==> src/rtl/mis_pkg.sv <==
`timescale 1ns / 1ps
// ----------------------------------------------------------------------------
// mis_pkg
// shared constants, state and micro-operation codes, control structs
// ----------------------------------------------------------------------------
package mis_pkg;

    localparam int MAX_ELEMENTS = 64;
    localparam int STORE_DEPTH  = 64;
    localparam int LVL_WORDS    = 128;
    localparam int LVL_DEPTH    = 8;
    localparam logic [8:0] CMP_MAX = 9'd511;

    typedef enum logic [5:0] {
        S_LOAD, S_INIT, S_FILL,
        S_DCHK, S_DRA, S_DRB, S_DKA, S_DKB, S_DCMP, S_DNXT,
        S_UINIT, S_UBASE, S_ULVL,
        S_PRD, S_PWR, S_CRD, S_CWR, S_SRD, S_SWR,
        S_HRB, S_HRP, S_HWR,
        S_JCHK, S_JSTEP, S_PRB, S_PHOLD, S_LRD, S_LCHK, S_ERD, S_EWR,
        S_ORD, S_OWR, S_KRD, S_KWR, S_BCHK, S_BRS, S_BCMP,
        S_SHCHK, S_SHWR, S_LDONE,
        S_ORC, S_ORS, S_OLD, S_OWAIT
    } state_t;

    typedef enum logic [5:0] {
        OP_NONE, OP_LOAD, OP_INIT, OP_FILL,
        OP_DCHK, OP_DRA, OP_DRB, OP_DKA, OP_DKB, OP_DCMP, OP_LINC,
        OP_UINIT, OP_UBASE, OP_ULVL,
        OP_PRD, OP_PWR, OP_CRD, OP_CWR, OP_SRD, OP_SWR,
        OP_HRB, OP_HRP, OP_HWR,
        OP_JMIN, OP_JADV, OP_PRB, OP_PHOLD, OP_LRD, OP_LCHK, OP_ERD, OP_EWR,
        OP_ORD, OP_OWR, OP_KRD, OP_KWR, OP_BMID, OP_BRS, OP_BCMP,
        OP_SINIT, OP_SRDK, OP_SHW, OP_INS, OP_LDEC,
        OP_OINIT, OP_ORC, OP_ORS, OP_OLD, OP_ONXT, OP_CLR
    } op_t;

    typedef struct packed {
        op_t op;
    } cmd_t;

    typedef struct packed {
        logic n_small;
        logic i_last_n;
        logic i_last_m;
        logic lvl_zero;
        logic prev_lt_pend;
        logic j_gt_prev;
        logic j_le_m;
        logic pos_hit;
        logic lo_lt_hi;
        logic k_gt_lo;
        logic out_last;
    } status_t;

endpackage

==> src/rtl/mis_ctrl.sv <==
`timescale 1ns / 1ps
// ----------------------------------------------------------------------------
// mis_ctrl
// sequencer for load, pairing descent, insertion ascent and result transfer
// ----------------------------------------------------------------------------
module mis_ctrl
    import mis_pkg::*;
(
    input  logic    clk,
    input  logic    rst_n,
    input  logic    item_valid,
    input  logic    final_item,
    output logic    item_stall,
    output logic    result_valid,
    input  logic    result_stall,
    input  status_t sts,
    output cmd_t    cmd
);

    state_t state_reg;
    state_t state_next;

    always_ff @(posedge clk or negedge rst_n)
    begin
        if (!rst_n)
        begin
            state_reg <= S_LOAD;
        end
        else
        begin
            state_reg <= state_next;
        end
    end

    always_comb
    begin
        state_next   = state_reg;
        cmd.op       = OP_NONE;
        item_stall   = 1'b1;
        result_valid = 1'b0;
        unique case (state_reg)
            S_LOAD:
            begin
                item_stall = 1'b0;
                if (item_valid)
                begin
                    cmd.op = OP_LOAD;
                    if (final_item)
                    begin
                        state_next = S_INIT;
                    end
                end
            end
            S_INIT:
            begin
                cmd.op     = OP_INIT;
                state_next = S_FILL;
            end
            S_FILL:
            begin
                cmd.op     = OP_FILL;
                state_next = sts.i_last_n ? S_DCHK : S_FILL;
            end
            S_DCHK:
            begin
                cmd.op     = OP_DCHK;
                state_next = sts.n_small ? S_UINIT : S_DRA;
            end
            S_DRA:
            begin
                cmd.op     = OP_DRA;
                state_next = S_DRB;
            end
            S_DRB:
            begin
                cmd.op     = OP_DRB;
                state_next = S_DKA;
            end
            S_DKA:
            begin
                cmd.op     = OP_DKA;
                state_next = S_DKB;
            end
            S_DKB:
            begin
                cmd.op     = OP_DKB;
                state_next = S_DCMP;
            end
            S_DCMP:
            begin
                cmd.op     = OP_DCMP;
                state_next = sts.i_last_m ? S_DNXT : S_DRA;
            end
            S_DNXT:
            begin
                cmd.op     = OP_LINC;
                state_next = S_DCHK;
            end
            S_UINIT:
            begin
                cmd.op     = OP_UINIT;
                state_next = S_UBASE;
            end
            S_UBASE:
            begin
                cmd.op     = OP_UBASE;
                state_next = S_LDONE;
            end
            S_ULVL:
            begin
                cmd.op     = OP_ULVL;
                state_next = S_PRD;
            end
            S_PRD:
            begin
                cmd.op     = OP_PRD;
                state_next = S_PWR;
            end
            S_PWR:
            begin
                cmd.op     = OP_PWR;
                state_next = sts.i_last_m ? S_CRD : S_PRD;
            end
            S_CRD:
            begin
                cmd.op     = OP_CRD;
                state_next = S_CWR;
            end
            S_CWR:
            begin
                cmd.op     = OP_CWR;
                state_next = sts.i_last_m ? S_SRD : S_CRD;
            end
            S_SRD:
            begin
                cmd.op     = OP_SRD;
                state_next = S_SWR;
            end
            S_SWR:
            begin
                cmd.op     = OP_SWR;
                state_next = sts.i_last_m ? S_HRB : S_SRD;
            end
            S_HRB:
            begin
                cmd.op     = OP_HRB;
                state_next = S_HRP;
            end
            S_HRP:
            begin
                cmd.op     = OP_HRP;
                state_next = S_HWR;
            end
            S_HWR:
            begin
                cmd.op     = OP_HWR;
                state_next = S_JCHK;
            end
            S_JCHK:
            begin
                cmd.op     = OP_JMIN;
                state_next = sts.prev_lt_pend ? S_JSTEP : S_LDONE;
            end
            S_JSTEP:
            begin
                if (sts.j_gt_prev)
                begin
                    state_next = sts.j_le_m ? S_PRB : S_ORD;
                end
                else
                begin
                    cmd.op     = OP_JADV;
                    state_next = S_JCHK;
                end
            end
            S_PRB:
            begin
                cmd.op     = OP_PRB;
                state_next = S_PHOLD;
            end
            S_PHOLD:
            begin
                cmd.op     = OP_PHOLD;
                state_next = S_LRD;
            end
            S_LRD:
            begin
                cmd.op     = OP_LRD;
                state_next = S_LCHK;
            end
            S_LCHK:
            begin
                cmd.op     = OP_LCHK;
                state_next = sts.pos_hit ? S_ERD : S_LRD;
            end
            S_ERD:
            begin
                cmd.op     = OP_ERD;
                state_next = S_EWR;
            end
            S_EWR:
            begin
                cmd.op     = OP_EWR;
                state_next = S_KRD;
            end
            S_ORD:
            begin
                cmd.op     = OP_ORD;
                state_next = S_OWR;
            end
            S_OWR:
            begin
                cmd.op     = OP_OWR;
                state_next = S_KRD;
            end
            S_KRD:
            begin
                cmd.op     = OP_KRD;
                state_next = S_KWR;
            end
            S_KWR:
            begin
                cmd.op     = OP_KWR;
                state_next = S_BCHK;
            end
            S_BCHK:
            begin
                if (sts.lo_lt_hi)
                begin
                    cmd.op     = OP_BMID;
                    state_next = S_BRS;
                end
                else
                begin
                    cmd.op     = OP_SINIT;
                    state_next = S_SHCHK;
                end
            end
            S_BRS:
            begin
                cmd.op     = OP_BRS;
                state_next = S_BCMP;
            end
            S_BCMP:
            begin
                cmd.op     = OP_BCMP;
                state_next = S_BCHK;
            end
            S_SHCHK:
            begin
                if (sts.k_gt_lo)
                begin
                    cmd.op     = OP_SRDK;
                    state_next = S_SHWR;
                end
                else
                begin
                    cmd.op     = OP_INS;
                    state_next = S_JSTEP;
                end
            end
            S_SHWR:
            begin
                cmd.op     = OP_SHW;
                state_next = S_SHCHK;
            end
            S_LDONE:
            begin
                if (sts.lvl_zero)
                begin
                    cmd.op     = OP_OINIT;
                    state_next = S_ORC;
                end
                else
                begin
                    cmd.op     = OP_LDEC;
                    state_next = S_ULVL;
                end
            end
            S_ORC:
            begin
                cmd.op     = OP_ORC;
                state_next = S_ORS;
            end
            S_ORS:
            begin
                cmd.op     = OP_ORS;
                state_next = S_OLD;
            end
            S_OLD:
            begin
                cmd.op     = OP_OLD;
                state_next = S_OWAIT;
            end
            S_OWAIT:
            begin
                result_valid = 1'b1;
                if (!result_stall)
                begin
                    if (sts.out_last)
                    begin
                        cmd.op     = OP_CLR;
                        state_next = S_LOAD;
                    end
                    else
                    begin
                        cmd.op     = OP_ONXT;
                        state_next = S_ORC;
                    end
                end
            end
            default:
            begin
                state_next = S_LOAD;
            end
        endcase
    end

endmodule

==> config.mk <==
export PLATFORM = sky130hd
export DESIGN_NAME = mis_ctrl
export DESIGN_NICKNAME = d
export VERILOG_FILES = /design/src/rtl/mis_pkg.sv /design/src/rtl/mis_ctrl.sv
export SDC_FILE = /design/constraint.sdc
export NUM_CORES = 1
export LEC_CHECK = 0
export ABC_AREA = 1
export BUFFER_PORTS_ARGS = -buffer_cell sky130_fd_sc_hd__buf_2
export CORE_ASPECT_RATIO = 1.5
export CORE_MARGIN = 10
export CORE_UTILIZATION = 50
export DETAILED_ROUTE_END_ITERATION = 10
export PLACE_DENSITY = 0.72
export SLEW_MARGIN = 30
export SYNTH_ARGS = -nofsm -noshare
export SYNTH_HDL_FRONTEND = slang
export SYNTH_SLANG_ARGS = --single-unit
==> constraint.sdc <==
create_clock -name clk -period 1.4 [get_ports clk]
set_input_delay 0.28 -clock clk [delete_from_list [all_inputs] [get_ports clk]]
set_output_delay 0.28 -clock clk [all_outputs]
set_load 0.01 [all_outputs]
==> out/results.txt, run 1 <==
Status - stopped before the end
Last stage - clock tree synthesis
Tool error - [ERROR DPL-0038] Utilization greater than 100%, impossible to legalize
Placement Setup Slack - -0.429 ns
FF+latch count, synth - 6
IO Port Bufs - 23
Cts repair resizes - 51
Io pins - 24
Syn_nets - 272
Die Wd - 61.0 um
Post-Synthesis Cells - 256
Synthesis Warnings - 0
CTS root buf - clkbuf_4
# rows - 22
Count of clock tree sinks - 6
Gp weighted congestion - 1.09
Area after DPL - 0.00212 sq mm
Sequential-to-total area share from yosys stat - 0.119
CTS Buf Count - 3
Post-CTS Hold Fix Bufs - 1
CTS max path bufs - 2
Post-CTS Setup Inserts - 11
Die span in y - 81.5 um
Mean Syn Cell Area - 4.93 sq um
H-tree lvl count - 1
HPWL after DPL - 5590 um
Synthesized area - 0.00126 sq mm
Synth cell types - 20
Initial Util - 0.521
[stage by stage]
stage / TNS (ns) / cells
after detailed placement: -4.45 / 385
after global placement: -3.73 / 385
after floorplan: -0.469 / 256
[cell usage after synthesis (all sizes together)]
master   instances  area, sq um
nand2           88          330
nor2            50          215
nand3           46          230
inv             22         82.6
nor3            16         80.1
nand4           13         81.3
dfrtp            6          150
buf              4         22.5
o21ai            4         20.0
a21oi            1         5.00
a31oi            1         6.26
nor3b            1         7.51
o2111ai          1         8.76
o211ai           1         7.51
o221ai           1         8.76
o22ai            1         6.26
[logic make-up after synthesis]
kind of cell / share of synthesized area
AO/OA/AOI/OAI: 0.0496
buffers and inverters: 0.0833
flip-flops: 0.119
AND/OR/NAND/NOR: 0.748
==> run 2, diff against run 1 <==
--- a/config.mk
+++ b/config.mk
@@ -7,11 +7,10 @@
 export LEC_CHECK = 0
 export ABC_AREA = 1
 export BUFFER_PORTS_ARGS = -buffer_cell sky130_fd_sc_hd__buf_2
-export CORE_ASPECT_RATIO = 1.5
-export CORE_MARGIN = 10
-export CORE_UTILIZATION = 50
+export CORE_AREA = 10 10 71 73
 export DETAILED_ROUTE_END_ITERATION = 10
-export PLACE_DENSITY = 0.72
+export DIE_AREA = 0 0 81 83
+export PLACE_DENSITY_LB_ADDON = 0.15
 export SLEW_MARGIN = 30
 export SYNTH_ARGS = -nofsm -noshare
 export SYNTH_HDL_FRONTEND = slang
==> constraint.sdc (replaced) <==
create_clock -name clk -period 1.8 [get_ports clk]
set_input_delay 0.36 -clock clk [delete_from_list [all_inputs] [get_ports clk]]
set_output_delay 0.36 -clock clk [all_outputs]
set_load 0.01 [all_outputs]
==> run 2 against run 1 <==
Net effect:
- the flow now finishes, with violations (setup timing)
- synthesized cell count did not move
- area after synthesis stayed put
==> out/results.txt, run 2 <==
GRT Total Usage - 0.187
Ratio of cells with drive above 1 in the final layout - 0.482
HPWL after DPL - 5250 um
Count leader, synth - nand2_1
Layout Area Growth over Synthesis - 89.7%
Fin area - 0.00239 sq mm
Placement Setup Slack - -0.171 ns
Total number of vias - 2214
Sequential-to-total area share from yosys stat - 0.119
Total power - 0.00319 W
Drt initial violations - 208
Die span in y - 83 um
H-tree lvl count - 1
Drt pass-1 iters - 5
Startpoint types - flip-flop
Total die area - 0.00672 sq mm
Clk Latency, worst-skew pair - 0.22 ns
Mean Syn Cell Area - 4.93 sq um
Synthesized area - 0.00126 sq mm
Drt wl/cell - 16.1 um
Area after DPL - 0.00197 sq mm
FF+latch count, synth - 6
Io pins - 24
Final ANT Viol Nets - 0
Setup violators final - 8
Clock slew at reported path FFs - 0.04 ns
Initial Util - 0.347
Combinational share of power - 0.836
CP Max Fanout - 6
Fin. max-slew vios - 0
Yosys top cell by area - nand2_1
Number of flops mapped to enable cells by yosys - 0
Syn_nets - 272
Vias in the first global route - 2067
Hold slack final - 0.465 ns
Post-Synthesis Cells - 256
Status - finished, violations left
Arr. time, crit path - 1.72 ns
Crit path required time - 1.44 ns
Synth cell count leaders - nand2_1 (88), nand3_1 (46), nor2_1 (43)
Antenna Cells - 0
Worst r2r src - state_reg[0]
Ys async rst share - 1.00
Hold wc startpoint - result_stall
Synth top area cells - nand2_1 (26%), nand3_1 (18%), nor2_1 (13%)
Sequential share of power - 0.100
Period utilisation layout - 1.16
Crit Path Class - flip-flop to output pin
Crit path time final - 2.08 ns
Die Wd - 81 um
Slew HR - 0.774
CTS max path bufs - 2
DRC - 0
Lkg Pwr - 1.41 nW
Final worst setup slack - -0.279 ns
Worst Setup End Kind - output pin
Total of max-cap violations - 0
Largest net degree at the start of global routing - 12
Reg2reg setup slack - -0.02 ns
Final clock skew - 0.000521 ns
Hold Vio Cnt, Final - 0
Sw Ratio - 0.509
Count of clock tree sinks - 6
Core area - 0.00363 sq mm
Min-delay worst type - input port to flip-flop
Clock share of power - 0.064
Yosys top cell area share - 0.262
Sw power - 0.00162 W
Hold Path Stages - 3
RR Endpoint - state_reg[0]
Largest register FFs - 6
Tightest Pin Transition - 0.336 ns
Worst reg2reg path depth - 13
# rows - 22
Synthesis Warnings - 0
Internal power - 0.00157 W
RSZ-0062 raised after global routing - true
CTS tree - done
Power per cell area - 1330 mW/mm^2
Mean number of vias per cell - 5.36
Most used DFF post-synth - dfrtp_1
Leading cell types in the layout, fill and taps excluded - nand2_1 (76), buf_4 (76), nand3_1 (35)
CTS Buf Count - 3
Max VDD drop - 0.00115 V
Synth cell types - 20
Total grt overflow - 0
Highest clock rate - 0.481 GHz
First-pass GRT wire length - 9980 um
Worst Hold Path EP - state_reg[5]
Failing checks - setup timing
Nets - 383
Initial antenna violation count - 0
IO Port Bufs - 23
WL final - 6630 um
Gp weighted congestion - 1.02
CTS root buf - clkbuf_8
-- run 2: cell counts after synthesis --
Identical to the previous run, type by type.
-- run 2: cells by family after synthesis --
family	synth area share
AO/OA/AOI/OAI	0.0496
buffers and inverters	0.0833
flip-flops	0.119
AND/OR/NAND/NOR	0.748
-- run 2: timing repair --
action	in CTS	in global routing
resized for setup	52	24
endpoints found under the hold margin	6	0
setup buffers	6	9
hold buffers	1	0
setup endpoints to repair	9	12
pin swaps	8	13
-- run 2: how the worst max path moves through the flow --
| stage | to | startpoint | cells after the start | slack [ns] |
|---|---|---|---|---|
| after floorplan | cmd[3] | state_reg[4] | 7 | 0.12 |
| after global placement | cmd[0] | state_reg[5] | 10 | -0.21 |
| after detailed placement | cmd[0] | state_reg[5] | 10 | -0.17 |
| after CTS | cmd[0] | state_reg[2] | 8 | -0.25 |
| after global routing | cmd[2] | state_reg[0] | 9 | -0.35 |
| final | cmd[0] | state_reg[2] | 8 | -0.28 |
-- run 2: power by group through the flow --
stage	registers [W]	logic (W)	clock network, W
global placement	0.000276	0.00220	0
finish	0.000319	0.00266	0.000202
floorplan	0.000257	0.00105	0
CTS	0.000305	0.00240	0.000210
global route	0.000325	0.00285	0.000222
detailed placement	0.000278	0.00217	0
-- run 2: worst max-delay path, cell delays in order, from the launching register on --
cell and delay, ns:
dfrtp_2 0.46, inv_4 0.11, nor2_4 0.07, buf_4 0.16
nand3_1 0.13, nand2_1 0.10, nor3_2 0.19, nand4_1 0.12
buf_2 0.15
-- run 2: layer usage --
metal,track usage,part of all wire,vias up
met5,0,0,-
met4,0.0923,0.040,0
met2,0.284,0.46,118
li1,-,-,1083
met3,0.0237,0.080,23
met1,0.249,0.42,990
-- run 2: cell type report --
cell class,count,area (sq um)
Timing Repair Buffer,110,826
Sequential cell,6,156
Clock buffer,3,41.3
Inverter,22,90.1
Fill cell,364,1240
Tap cell,48,60.1
Multi-Input combinational cell,224,1220
-- run 2: per-stage QoR --
stage               TNS, ns   util  instances
global route          -2.28  0.659        413
global placement     -0.896  0.543        394
floorplan                 0      -        256
CTS                   -1.37  0.618        404
detailed placement   -0.791  0.543        394
finish                -1.59  0.659        413
No activity file was read; power rests on OpenSTA's default activity.
